===== src/design/ptcd_pkg.sv =====
`timescale 1ns / 1ps
// Shared types and constants for the pushbutton two-channel dimmer.
// No dependencies.
package ptcd_pkg;

    // Level width default and configuration widths
    localparam int LEVEL_BITS_DEF = 8;
    localparam int CNT_W          = 7;
    localparam int DATA_W         = 32;
    localparam int ADDR_W         = 4;
    localparam int REG_IDX_W      = 2;

    // Register reset values
    localparam logic [CNT_W-1:0] SHORT_PRESS_RST  = 7'd5;
    localparam logic [CNT_W-1:0] LONG_PRESS_RST   = 7'd100;
    localparam logic [CNT_W-1:0] SAVE_TIMEOUT_RST = 7'd100;

    // Register indexes
    typedef enum logic [REG_IDX_W-1:0] {
        REG_SHORT_PRESS  = 2'd0,
        REG_LONG_PRESS   = 2'd1,
        REG_SAVE_TIMEOUT = 2'd2
    } t_reg_idx;

    // Lamp mode codes
    typedef enum logic [1:0] {
        MODE_IDLE     = 2'd0,
        MODE_ON       = 2'd1,
        MODE_CHANGING = 2'd2,
        MODE_OFF      = 2'd3
    } t_mode;

    // Threshold registers handed to the core
    typedef struct packed {
        logic [CNT_W-1:0] short_ticks;
        logic [CNT_W-1:0] long_ticks;
        logic [CNT_W-1:0] save_ticks;
    } t_cfg;

endpackage


===== src/design/ptcd_req_if.sv =====
`timescale 1ns / 1ps
// Request channel interface: tick or setpoint-write word with valid/ready.
// Depends on ptcd_pkg for the default level width.
interface ptcd_req_if #(
    parameter int LEVEL_BITS = ptcd_pkg::LEVEL_BITS_DEF
) ();
    logic                  valid;
    logic                  ready;
    logic                  req_type;
    logic                  button_pressed;
    logic                  channel;
    logic [LEVEL_BITS-1:0] level;

    modport source (output valid, output req_type, output button_pressed,
                    output channel, output level, input ready);
    modport sink   (input valid, input req_type, input button_pressed,
                    input channel, input level, output ready);
endinterface


===== src/design/ptcd_res_if.sv =====
`timescale 1ns / 1ps
// Result channel interface: one status word per request with valid/ready.
// Depends on ptcd_pkg for the default level width.
interface ptcd_res_if #(
    parameter int LEVEL_BITS = ptcd_pkg::LEVEL_BITS_DEF
) ();
    logic                  valid;
    logic                  ready;
    logic [LEVEL_BITS-1:0] drive_ch0;
    logic [LEVEL_BITS-1:0] drive_ch1;
    logic [LEVEL_BITS-1:0] target_ch0;
    logic [LEVEL_BITS-1:0] target_ch1;
    logic [1:0]            mode;
    logic [1:0]            target_report;
    logic [1:0]            settled_report;
    logic                  save_strobe;
    logic [LEVEL_BITS-1:0] saved_ch0;
    logic [LEVEL_BITS-1:0] saved_ch1;

    modport source (output valid, output drive_ch0, output drive_ch1,
                    output target_ch0, output target_ch1, output mode,
                    output target_report, output settled_report,
                    output save_strobe, output saved_ch0, output saved_ch1,
                    input ready);
    modport sink   (input valid, input drive_ch0, input drive_ch1,
                    input target_ch0, input target_ch1, input mode,
                    input target_report, input settled_report,
                    input save_strobe, input saved_ch0, input saved_ch1,
                    output ready);
endinterface


===== src/design/ptcd_cfg_regs.sv =====
`timescale 1ns / 1ps
// APB-style register file holding the three press/save thresholds.
// Depends on ptcd_pkg.
module ptcd_cfg_regs (
    input  logic                          i_clk,
    input  logic                          i_rst_n,
    input  logic                          psel,
    input  logic                          penable,
    input  logic                          pwrite,
    input  logic [ptcd_pkg::ADDR_W-1:0]   paddr,
    input  logic [ptcd_pkg::DATA_W-1:0]   pwdata,
    output logic [ptcd_pkg::DATA_W-1:0]   prdata,
    output logic                          pready,
    output ptcd_pkg::t_cfg                o_cfg
);
    localparam int PAD_W = ptcd_pkg::DATA_W - ptcd_pkg::CNT_W;

    logic [ptcd_pkg::CNT_W-1:0]     r_short;
    logic [ptcd_pkg::CNT_W-1:0]     r_long;
    logic [ptcd_pkg::CNT_W-1:0]     r_save;
    logic [ptcd_pkg::REG_IDX_W-1:0] reg_idx;
    logic                           wr_en;

    assign pready  = 1'b1;
    assign reg_idx = paddr[ptcd_pkg::ADDR_W-1:2];
    assign wr_en   = psel && penable && pwrite;

    // Write on the access cycle; keep the low counter bits only
    always_ff @(posedge i_clk) begin
        if (!i_rst_n) begin
            r_short <= ptcd_pkg::SHORT_PRESS_RST;
            r_long  <= ptcd_pkg::LONG_PRESS_RST;
            r_save  <= ptcd_pkg::SAVE_TIMEOUT_RST;
        end else if (wr_en) begin
            case (reg_idx)
                ptcd_pkg::REG_SHORT_PRESS:  r_short <= pwdata[ptcd_pkg::CNT_W-1:0];
                ptcd_pkg::REG_LONG_PRESS:   r_long  <= pwdata[ptcd_pkg::CNT_W-1:0];
                ptcd_pkg::REG_SAVE_TIMEOUT: r_save  <= pwdata[ptcd_pkg::CNT_W-1:0];
                default: ;
            endcase
        end
    end

    // Read back the addressed register
    always_comb begin
        case (reg_idx)
            ptcd_pkg::REG_SHORT_PRESS:  prdata = {{PAD_W{1'b0}}, r_short};
            ptcd_pkg::REG_LONG_PRESS:   prdata = {{PAD_W{1'b0}}, r_long};
            ptcd_pkg::REG_SAVE_TIMEOUT: prdata = {{PAD_W{1'b0}}, r_save};
            default:                    prdata = '0;
        endcase
    end

    assign o_cfg.short_ticks = r_short;
    assign o_cfg.long_ticks  = r_long;
    assign o_cfg.save_ticks  = r_save;
endmodule


===== src/design/ptcd_ramp.sv =====
`timescale 1ns / 1ps
// One channel's output ramp: step drive one unit toward the setpoint.
// Depends on ptcd_pkg for the default level width.
module ptcd_ramp #(
    parameter int LEVEL_BITS = ptcd_pkg::LEVEL_BITS_DEF
) (
    input  logic                  i_enable,
    input  logic [LEVEL_BITS-1:0] i_drive,
    input  logic [LEVEL_BITS-1:0] i_target,
    input  logic                  i_ramping,
    output logic [LEVEL_BITS-1:0] o_drive,
    output logic                  o_ramping,
    output logic                  o_settled
);
    always_comb begin
        o_drive   = i_drive;
        o_ramping = i_ramping;
        o_settled = 1'b0;
        if (i_enable) begin
            if (i_drive > i_target) begin
                o_drive   = i_drive - 1'b1;
                o_ramping = 1'b1;
            end else if (i_drive < i_target) begin
                o_drive   = i_drive + 1'b1;
                o_ramping = 1'b1;
            end else begin
                // flag the first tick at the setpoint after a ramp
                o_settled = i_ramping;
                o_ramping = 1'b0;
            end
        end
    end
endmodule


===== src/design/ptcd_core.sv =====
`timescale 1ns / 1ps
// Dimmer state and per-word update: press counter, mode, setpoint walk,
// save countdown and saved store. Depends on ptcd_pkg and ptcd_ramp.
module ptcd_core #(
    parameter int LEVEL_BITS = ptcd_pkg::LEVEL_BITS_DEF
) (
    input  logic                  i_clk,
    input  logic                  i_rst_n,
    input  ptcd_pkg::t_cfg        i_cfg,
    input  logic                  i_fire,
    input  logic                  i_req_type,
    input  logic                  i_button,
    input  logic                  i_channel,
    input  logic [LEVEL_BITS-1:0] i_level,
    output logic [LEVEL_BITS-1:0] o_drive_ch0,
    output logic [LEVEL_BITS-1:0] o_drive_ch1,
    output logic [LEVEL_BITS-1:0] o_target_ch0,
    output logic [LEVEL_BITS-1:0] o_target_ch1,
    output logic [1:0]            o_mode,
    output logic [1:0]            o_target_report,
    output logic [1:0]            o_settled_report,
    output logic                  o_save_strobe,
    output logic [LEVEL_BITS-1:0] o_saved_ch0,
    output logic [LEVEL_BITS-1:0] o_saved_ch1
);
    localparam logic [LEVEL_BITS-1:0] LEVEL_MAX = {LEVEL_BITS{1'b1}};
    localparam int                    CW        = ptcd_pkg::CNT_W;
    // phase bit 0 picks the channel, bit 1 means falling
    localparam logic [1:0]            PHASE_CH0_UP = 2'd0;

    logic [CW-1:0]         r_press_count, n_press_count;
    logic                  r_short_pending, n_short_pending;
    ptcd_pkg::t_mode       r_mode, n_mode;
    logic [LEVEL_BITS-1:0] r_target [2];
    logic [LEVEL_BITS-1:0] n_target [2];
    logic [LEVEL_BITS-1:0] r_drive  [2];
    logic [LEVEL_BITS-1:0] n_drive  [2];
    logic                  r_ramping [2];
    logic                  n_ramping [2];
    logic [1:0]            r_phase, n_phase;
    logic [CW-1:0]         r_save_cd, n_save_cd;
    logic [LEVEL_BITS-1:0] r_saved [2];
    logic [LEVEL_BITS-1:0] n_saved [2];
    logic [1:0]            target_report;
    logic                  save_strobe;
    logic [LEVEL_BITS-1:0] walk_val;
    logic                  is_tick;
    logic [1:0]            settled;

    assign is_tick = !i_req_type;

    // Work out the next state for the word in the input register
    always_comb begin
        n_press_count   = r_press_count;
        n_short_pending = r_short_pending;
        n_mode          = r_mode;
        n_target        = r_target;
        n_phase         = r_phase;
        n_save_cd       = r_save_cd;
        n_saved         = r_saved;
        target_report   = 2'b00;
        save_strobe     = 1'b0;
        walk_val        = r_target[r_phase[0]];
        if (i_req_type) begin
            // setpoint write forces on, or off when both setpoints are zero
            n_target[i_channel] = i_level;
            n_mode = (n_target[0] == '0 && n_target[1] == '0) ?
                     ptcd_pkg::MODE_OFF : ptcd_pkg::MODE_ON;
            target_report = i_channel ? 2'b10 : 2'b01;
        end else begin
            // saturating press counter
            if (i_button) begin
                if (r_press_count < i_cfg.long_ticks) begin
                    n_press_count = r_press_count + 1'b1;
                end
                if (n_press_count == i_cfg.short_ticks) begin
                    n_short_pending = 1'b1;
                end
            end else begin
                n_press_count = '0;
            end

            // long press: step one setpoint one unit or turn the phase at an end stop, rearm the save timer
            if (n_press_count >= i_cfg.long_ticks) begin
                if (r_mode == ptcd_pkg::MODE_OFF) begin
                    n_target = r_saved;
                end
                n_mode   = ptcd_pkg::MODE_CHANGING;
                walk_val = n_target[r_phase[0]];
                if (!r_phase[1]) begin
                    if (walk_val != LEVEL_MAX) begin
                        n_target[r_phase[0]] = walk_val + 1'b1;
                    end else begin
                        n_phase = r_phase + 2'd1;
                    end
                end else begin
                    if (walk_val != '0) begin
                        n_target[r_phase[0]] = walk_val - 1'b1;
                    end else begin
                        n_phase = r_phase + 2'd1;
                    end
                end
                n_save_cd = i_cfg.save_ticks;
            end

            // short press acts on release
            if (n_short_pending && n_press_count == '0) begin
                n_short_pending = 1'b0;
                if (n_mode == ptcd_pkg::MODE_IDLE || n_mode == ptcd_pkg::MODE_OFF) begin
                    n_mode        = ptcd_pkg::MODE_ON;
                    n_target      = r_saved;
                    target_report = 2'b11;
                end else if (n_mode == ptcd_pkg::MODE_ON) begin
                    n_mode        = ptcd_pkg::MODE_OFF;
                    n_target[0]   = '0;
                    n_target[1]   = '0;
                    target_report = 2'b11;
                end
            end

            // released: leave dimming, run the save countdown
            if (n_press_count == '0) begin
                if (n_mode == ptcd_pkg::MODE_CHANGING) begin
                    n_mode = ptcd_pkg::MODE_ON;
                end
                if (n_save_cd != '0) begin
                    n_save_cd = n_save_cd - 1'b1;
                    if (n_save_cd == '0) begin
                        n_saved     = n_target;
                        save_strobe = 1'b1;
                    end
                end
            end
        end
    end

    // Output ramps, one per channel, advanced on ticks only
    ptcd_ramp #(.LEVEL_BITS(LEVEL_BITS)) u_ramp0 (
        .i_enable  (is_tick),
        .i_drive   (r_drive[0]),
        .i_target  (n_target[0]),
        .i_ramping (r_ramping[0]),
        .o_drive   (n_drive[0]),
        .o_ramping (n_ramping[0]),
        .o_settled (settled[0])
    );

    ptcd_ramp #(.LEVEL_BITS(LEVEL_BITS)) u_ramp1 (
        .i_enable  (is_tick),
        .i_drive   (r_drive[1]),
        .i_target  (n_target[1]),
        .i_ramping (r_ramping[1]),
        .o_drive   (n_drive[1]),
        .o_ramping (n_ramping[1]),
        .o_settled (settled[1])
    );

    // Commit the state when the word moves to the result register
    always_ff @(posedge i_clk) begin
        if (!i_rst_n) begin
            r_press_count   <= '0;
            r_short_pending <= 1'b0;
            r_mode          <= ptcd_pkg::MODE_IDLE;
            r_phase         <= PHASE_CH0_UP;
            r_save_cd       <= '0;
            for (int c = 0; c < 2; c++) begin
                r_target[c]  <= '0;
                r_drive[c]   <= '0;
                r_ramping[c] <= 1'b0;
                r_saved[c]   <= '0;
            end
        end else if (i_fire) begin
            r_press_count   <= n_press_count;
            r_short_pending <= n_short_pending;
            r_mode          <= n_mode;
            r_phase         <= n_phase;
            r_save_cd       <= n_save_cd;
            r_target        <= n_target;
            r_drive         <= n_drive;
            r_ramping       <= n_ramping;
            r_saved         <= n_saved;
        end
    end

    assign o_drive_ch0      = n_drive[0];
    assign o_drive_ch1      = n_drive[1];
    assign o_target_ch0     = n_target[0];
    assign o_target_ch1     = n_target[1];
    assign o_mode           = n_mode;
    assign o_target_report  = target_report;
    assign o_settled_report = i_req_type ? 2'b00 : settled;
    assign o_save_strobe    = save_strobe;
    assign o_saved_ch0      = n_saved[0];
    assign o_saved_ch1      = n_saved[1];
endmodule


===== src/design/pushbutton_two_channel_dimmer_core.sv =====
`timescale 1ns / 1ps
// Pushbutton two-channel dimmer, top level.
// Channels: i_req (sink) carries tick words with the button level or
// setpoint writes; o_res (source) returns one status word per request:
// drive and setpoint levels, mode, report bits, save strobe, saved levels.
// The APB-style port holds three 7-bit thresholds at byte addresses 0, 4, 8
// (short press, long press, save timeout); pready is tied high.
// Throughput: one word per cycle while o_res does not stall. A word is held
// in the input register, its state update is done in a single pass of the
// core logic, and the result lands in the output register.
// When o_res stalls, the result holds and the input register takes one more
// word if it is empty; i_req.ready then drops until the result is taken.
// Reset (i_rst_n low, synchronous) empties both registers, restores the
// default thresholds and clears all dimmer state including the saved store.
// Depends on ptcd_pkg, ptcd_req_if, ptcd_res_if, ptcd_cfg_regs, ptcd_core.
module pushbutton_two_channel_dimmer_core #(
    parameter int LEVEL_BITS = ptcd_pkg::LEVEL_BITS_DEF
) (
    input  logic                        i_clk,
    input  logic                        i_rst_n,
    ptcd_req_if.sink                    i_req,
    ptcd_res_if.source                  o_res,
    input  logic                        psel,
    input  logic                        penable,
    input  logic                        pwrite,
    input  logic [ptcd_pkg::ADDR_W-1:0] paddr,
    input  logic [ptcd_pkg::DATA_W-1:0] pwdata,
    output logic [ptcd_pkg::DATA_W-1:0] prdata,
    output logic                        pready
);
    ptcd_pkg::t_cfg        cfg;
    logic                  advance;
    logic                  fire;
    logic                  r_in_valid;
    logic                  r_req_type;
    logic                  r_button;
    logic                  r_channel;
    logic [LEVEL_BITS-1:0] r_level;
    logic                  r_out_valid;
    logic [LEVEL_BITS-1:0] n_drive_ch0, n_drive_ch1;
    logic [LEVEL_BITS-1:0] n_target_ch0, n_target_ch1;
    logic [1:0]            n_mode;
    logic [1:0]            n_target_report;
    logic [1:0]            n_settled_report;
    logic                  n_save_strobe;
    logic [LEVEL_BITS-1:0] n_saved_ch0, n_saved_ch1;
    logic [LEVEL_BITS-1:0] r_drive_ch0, r_drive_ch1;
    logic [LEVEL_BITS-1:0] r_target_ch0, r_target_ch1;
    logic [1:0]            r_mode;
    logic [1:0]            r_target_report;
    logic [1:0]            r_settled_report;
    logic                  r_save_strobe;
    logic [LEVEL_BITS-1:0] r_saved_ch0, r_saved_ch1;

    ptcd_cfg_regs u_cfg (
        .i_clk   (i_clk),
        .i_rst_n (i_rst_n),
        .psel    (psel),
        .penable (penable),
        .pwrite  (pwrite),
        .paddr   (paddr),
        .pwdata  (pwdata),
        .prdata  (prdata),
        .pready  (pready),
        .o_cfg   (cfg)
    );

    // Output register frees up when empty or taken; input follows it
    assign advance     = !r_out_valid || o_res.ready;
    assign fire        = r_in_valid && advance;
    assign i_req.ready = !r_in_valid || advance;

    // Input register
    always_ff @(posedge i_clk) begin
        if (!i_rst_n) begin
            r_in_valid <= 1'b0;
        end else if (i_req.ready) begin
            r_in_valid <= i_req.valid;
        end
    end

    always_ff @(posedge i_clk) begin
        if (i_req.ready && i_req.valid) begin
            r_req_type <= i_req.req_type;
            r_button   <= i_req.button_pressed;
            r_channel  <= i_req.channel;
            r_level    <= i_req.level;
        end
    end

    ptcd_core #(.LEVEL_BITS(LEVEL_BITS)) u_core (
        .i_clk            (i_clk),
        .i_rst_n          (i_rst_n),
        .i_cfg            (cfg),
        .i_fire           (fire),
        .i_req_type       (r_req_type),
        .i_button         (r_button),
        .i_channel        (r_channel),
        .i_level          (r_level),
        .o_drive_ch0      (n_drive_ch0),
        .o_drive_ch1      (n_drive_ch1),
        .o_target_ch0     (n_target_ch0),
        .o_target_ch1     (n_target_ch1),
        .o_mode           (n_mode),
        .o_target_report  (n_target_report),
        .o_settled_report (n_settled_report),
        .o_save_strobe    (n_save_strobe),
        .o_saved_ch0      (n_saved_ch0),
        .o_saved_ch1      (n_saved_ch1)
    );

    // Result register
    always_ff @(posedge i_clk) begin
        if (!i_rst_n) begin
            r_out_valid <= 1'b0;
        end else if (advance) begin
            r_out_valid <= r_in_valid;
        end
    end

    always_ff @(posedge i_clk) begin
        if (fire) begin
            r_drive_ch0      <= n_drive_ch0;
            r_drive_ch1      <= n_drive_ch1;
            r_target_ch0     <= n_target_ch0;
            r_target_ch1     <= n_target_ch1;
            r_mode           <= n_mode;
            r_target_report  <= n_target_report;
            r_settled_report <= n_settled_report;
            r_save_strobe    <= n_save_strobe;
            r_saved_ch0      <= n_saved_ch0;
            r_saved_ch1      <= n_saved_ch1;
        end
    end

    assign o_res.valid          = r_out_valid;
    assign o_res.drive_ch0      = r_drive_ch0;
    assign o_res.drive_ch1      = r_drive_ch1;
    assign o_res.target_ch0     = r_target_ch0;
    assign o_res.target_ch1     = r_target_ch1;
    assign o_res.mode           = r_mode;
    assign o_res.target_report  = r_target_report;
    assign o_res.settled_report = r_settled_report;
    assign o_res.save_strobe    = r_save_strobe;
    assign o_res.saved_ch0      = r_saved_ch0;
    assign o_res.saved_ch1      = r_saved_ch1;
endmodule


===== src/flat_wrapper.sv =====
// flat-port wrapper written by rule: the top's interface ports become plain ports
module pushbutton_two_channel_dimmer_core_flat 
#(
    parameter int LEVEL_BITS = ptcd_pkg::LEVEL_BITS_DEF
)
  (i_clk, i_rst_n, psel, penable, pwrite, paddr, pwdata, prdata, pready, i_req_valid, i_req_req_type, i_req_button_pressed, i_req_channel, i_req_level, i_req_ready, o_res_valid, o_res_drive_ch0, o_res_drive_ch1, o_res_target_ch0, o_res_target_ch1, o_res_mode, o_res_target_report, o_res_settled_report, o_res_save_strobe, o_res_saved_ch0, o_res_saved_ch1, o_res_ready);
  ptcd_req_if #(.LEVEL_BITS(LEVEL_BITS)) i_req_i ();
  ptcd_res_if #(.LEVEL_BITS(LEVEL_BITS)) o_res_i ();
  input  logic i_clk;
  input  logic i_rst_n;
  input  logic psel;
  input  logic penable;
  input  logic pwrite;
  input  logic [ptcd_pkg::ADDR_W-1:0] paddr;
  input  logic [ptcd_pkg::DATA_W-1:0] pwdata;
  output logic [ptcd_pkg::DATA_W-1:0] prdata;
  output logic pready;
  input wire logic [$bits(i_req_i.valid)-1:0] i_req_valid;
  input wire logic [$bits(i_req_i.req_type)-1:0] i_req_req_type;
  input wire logic [$bits(i_req_i.button_pressed)-1:0] i_req_button_pressed;
  input wire logic [$bits(i_req_i.channel)-1:0] i_req_channel;
  input wire logic [$bits(i_req_i.level)-1:0] i_req_level;
  output wire logic [$bits(i_req_i.ready)-1:0] i_req_ready;
  output wire logic [$bits(o_res_i.valid)-1:0] o_res_valid;
  output wire logic [$bits(o_res_i.drive_ch0)-1:0] o_res_drive_ch0;
  output wire logic [$bits(o_res_i.drive_ch1)-1:0] o_res_drive_ch1;
  output wire logic [$bits(o_res_i.target_ch0)-1:0] o_res_target_ch0;
  output wire logic [$bits(o_res_i.target_ch1)-1:0] o_res_target_ch1;
  output wire logic [$bits(o_res_i.mode)-1:0] o_res_mode;
  output wire logic [$bits(o_res_i.target_report)-1:0] o_res_target_report;
  output wire logic [$bits(o_res_i.settled_report)-1:0] o_res_settled_report;
  output wire logic [$bits(o_res_i.save_strobe)-1:0] o_res_save_strobe;
  output wire logic [$bits(o_res_i.saved_ch0)-1:0] o_res_saved_ch0;
  output wire logic [$bits(o_res_i.saved_ch1)-1:0] o_res_saved_ch1;
  input wire logic [$bits(o_res_i.ready)-1:0] o_res_ready;
  assign i_req_i.valid = i_req_valid;
  assign i_req_i.req_type = i_req_req_type;
  assign i_req_i.button_pressed = i_req_button_pressed;
  assign i_req_i.channel = i_req_channel;
  assign i_req_i.level = i_req_level;
  assign i_req_ready = i_req_i.ready;
  assign o_res_valid = o_res_i.valid;
  assign o_res_drive_ch0 = o_res_i.drive_ch0;
  assign o_res_drive_ch1 = o_res_i.drive_ch1;
  assign o_res_target_ch0 = o_res_i.target_ch0;
  assign o_res_target_ch1 = o_res_i.target_ch1;
  assign o_res_mode = o_res_i.mode;
  assign o_res_target_report = o_res_i.target_report;
  assign o_res_settled_report = o_res_i.settled_report;
  assign o_res_save_strobe = o_res_i.save_strobe;
  assign o_res_saved_ch0 = o_res_i.saved_ch0;
  assign o_res_saved_ch1 = o_res_i.saved_ch1;
  assign o_res_i.ready = o_res_ready;
  pushbutton_two_channel_dimmer_core #(.LEVEL_BITS(LEVEL_BITS)) u_core (.i_clk(i_clk), .i_rst_n(i_rst_n), .i_req(i_req_i), .o_res(o_res_i), .psel(psel), .penable(penable), .pwrite(pwrite), .paddr(paddr), .pwdata(pwdata), .prdata(prdata), .pready(pready));
endmodule

===== config.mk =====
export PLATFORM = sky130hd
export DESIGN_NAME = pushbutton_two_channel_dimmer_core_flat
export DESIGN_NICKNAME = d
export VERILOG_FILES = /design/src/design/ptcd_pkg.sv /design/src/design/ptcd_req_if.sv /design/src/design/ptcd_res_if.sv /design/src/design/ptcd_cfg_regs.sv /design/src/design/ptcd_ramp.sv /design/src/design/ptcd_core.sv /design/src/design/pushbutton_two_channel_dimmer_core.sv /design/src/flat_wrapper.sv
export SDC_FILE = /design/constraint.sdc
export NUM_CORES = 1
export LEC_CHECK = 0
export CORE_ASPECT_RATIO = 1.75
export CORE_MARGIN = 1
export CORE_UTILIZATION = 26
export DETAILED_ROUTE_END_ITERATION = 10
export DONT_BUFFER_PORTS = 1
export PLACE_DENSITY = 0.47
export SLEW_MARGIN = 15
export SYNTH_ARGS = -nofsm -noshare
export SYNTH_HDL_FRONTEND = slang
export SYNTH_HIERARCHICAL = 1
export SYNTH_SLANG_ARGS = --single-unit

===== constraint.sdc =====
create_clock -name i_clk -period 7.8 [get_ports i_clk]
set_input_delay 0.39 -clock i_clk [delete_from_list [all_inputs] [get_ports i_clk]]
set_output_delay 0.39 -clock i_clk [all_outputs]
set_load 0.01 [all_outputs]

==> qor.csv <==
metric,value,unit
outcome,completed,
insertedDiodeCount,0,
synth_edf_count,66,
path_max_fanout,15,
cts-root-buf,clkbuf_16,
drv_slew,0,
design.portCount,144,
grt_pass1_wl,52600,µm
firstDrtPassIters,6,
syn2layout_area_growth,9.38,%
synth_cells,1174,
layout_common_cells,"111 x nand2_1, 92 x dfxtp_1, 85 x a21oi_1, 77 x nor2_1, 75 x mux2i_1",
grt-ovfl-total,0,
criticalPathCategory,register to register,
drive_gt1_share,8.78,%
max_slew_margin,22.4,%
die_w,155,µm
final_common_cell,nand2_1,
grt_max_degree,53,
cts_tree,built,
wl_per_cell,19.9,µm
hpwl,24600,µm
htreeDepth,4,
drt_wl_total,33700,µm
layout.cells.non_filler,1694,
numCtsBuffers,17,
hold_violations,0,
hold_buffers,0,
startpoint_type,register,
clockBufferDepth,2,
clk_pin_slew_worst_paths,0.07,ns
p_leak,4.27,nW
first_global_vias,8991,
nets,1234,
fin_crit_sh,93.8,%
ys.flop_type,dfxtp_1,
fmax,0.137,GHz
p_per_area,178,nW/µm²
min_path_type,input pin to register,
clkLatencyLatePin,0.46,ns
synthArstFlopShare,0,%
route.detailed.drc,0,
rsz0062_at_grt,no,
period_needed,7.31,ns
core.rowCount,97,
peakVddDrop,0.135,mV
fillers,4300,
dpl.cell_count,1662,
dieArea,41700,µm²
post-cts-setup-buffers,0,
p_total,2.06,mW
cp.arrival,7.64,ns
start_util,26.4,%
ys_ff_latch,158,
syn_area,10600,µm²
setup_tns,0,ns
setup_viol,0,
seq_area_frac_synth,36.0,%
core,40200,µm²
yosys_warnings,6,
maxCapViolations,0,
cp.required,8.13,ns
cts.sinks,158,
via_per_inst,5.31,
vias,8990,
grt_usage,16.5,%
drtIter0Drc,596,
grt_antenna_before_repair,0,
io_buffers,0,
worstMarginPinSlew,1.16,ns
avgSynthCellArea,9.04,µm²
ant_nets,0,
die_h,269,µm
cp-end-kind,register,
gp_congestion,0.859,
synth.distinct_cells,94,
ctsResizeCount,0,
fin_skew,0.0119,ns
-- where the power goes --
group          leakage, nW  switching (mW)  total (mW)  internal (mW)
Clock                0.280           0.376       0.852          0.476
Sequential            1.38          0.0430       0.939          0.896
Combinational         2.61           0.177       0.271         0.0945
-- critical path: stages, from the launching register on --
cell and delay [ns]:
dfxtp_1 0.36, inv_1 0.10, ha_1 0.32, a211oi_1 0.23
nor2_1 0.13, a21oi_2 0.31, and4_1 0.32, xor2_1 0.29
and2_1 0.23, ha_1 0.25, a21o_1 0.17, a21oi_1 0.22
o21a_1 0.24, nand2_1 0.15, ha_1 0.38, o21a_1 0.67
a21oi_1 0.26, a21oi_1 0.49, mux2i_1 0.19, inv_1 0.10
ha_1 0.13, nor2b_1 0.15, o211ai_2 0.12, a21oi_2 0.61
a211oi_1 0.11, a2111o_1 0.45, mux2i_1 0.14, nor2_1 0.05
-- registers in the layout, indices dropped and copies added, names as in the netlist, 2 cells and up --
register / flops
u_core/u_core/r_drive: 16
u_core/u_core/r_saved: 16
u_core/u_core/r_target: 16
u_core/o_res.drive_ch0: 8
u_core/o_res.drive_ch1: 8
u_core/o_res.saved_ch0: 8
u_core/o_res.saved_ch1: 8
u_core/o_res.target_ch0: 8
u_core/o_res.target_ch1: 8
u_core/r_level: 8
u_core/u_cfg/r_long: 7
u_core/u_cfg/r_save: 7
u_core/u_cfg/r_short: 7
u_core/u_core/r_press_count: 7
u_core/u_core/r_save_cd: 7
u_core/o_res.mode: 2
u_core/o_res.settled_report: 2
u_core/o_res.target_report: 2
u_core/u_core/r_mode: 2
u_core/u_core/r_phase: 2
u_core/u_core/r_ramping: 2
-- through the flow --
stage	hold slack, ns	worst slack, ns	area, µm²	util, %
floorplan	0.447	1.49	10700	-
global placement	0.461	0.650	11000	27.4
detailed placement	0.475	0.595	11000	27.4
CTS	0.00155	0.491	11600	28.9
global route	0.00570	0.00279	11600	28.9
finish	0.0233	0.487	11600	28.9
-- Yosys cell counts, types with 14 or more instances --
library cell,instances,area (µm²)
nor2_1,78,293
and3_1,14,87.6
buf_4,28,210
nor2b_1,27,169
a211oi_1,22,165
nand2_1,111,417
buf_2,19,95.1
nand4_1,15,93.8
inv_1,50,188
xnor2_1,19,166
nand3_1,34,170
o221ai_1,15,131
dfxtp_1,92,1840
a22o_1,25,219
clkbuf_1,41,154
ha_1,43,538
nor3_1,21,105
xor2_1,15,131
edfxtp_1,66,1980
mux2i_1,75,751
a21oi_1,86,430
o21ai_0,40,200
-- cells by family after synthesis --
kind of cell | Yosys count | synth area share, %
simple gates | 381 | 18.6
compound gates | 315 | 21.0
flops | 158 | 36.0
buf+inv | 149 | 6.63
mux | 91 | 9.62
fa+ha+maj | 43 | 5.07
xor+xnor | 35 | 3.03
other cells | 2 | 0.0708
-- per-layer routing --
metal	vias to the layer above	global-route usage, %	routed length [µm]
met5	-	0	0
met4	0	11.5	2150
met3	82	2.49	1330
met2	307	29.9	17600
met1	4365	17.2	12600
li1	4236	-	-
-- final cells by class --
class | count | area (µm²) | area share [%]
repair buffers | 17 | 128 | 1.10
clock buffers | 17 | 425 | 3.66
clock inverters | 15 | 163 | 1.40
flip-flops and latches | 158 | 3820 | 32.9
multi-input cells | 891 | 6190 | 53.4
inverters | 52 | 195 | 1.68
well taps | 544 | 681 | 5.86
-- worst paths after layout --
path | cells past startpoint | endpoint | slack (ns) | startpoint
worst max-delay path | 27 | u_core/u_core/r_drive[7]$_SDFFE_PN0P_ | 0.49 | u_core/u_cfg/r_long[4]$_SDFFE_PN0P_
worst min-delay path | 0 | u_core/r_req_type$_DFFE_PP_ | 0.02 | i_req_req_type
worst max register to register | 27 | u_core/u_core/r_drive[7]$_SDFFE_PN0P_ | 0.49 | u_core/u_cfg/r_long[4]$_SDFFE_PN0P_
worst min register to register | 2 | u_core/u_cfg/r_long[1]$_SDFFE_PN0P_ | 0.48 | u_core/u_cfg/r_long[1]$_SDFFE_PN0P_
No activity file was read; power rests on OpenSTA's default activity.
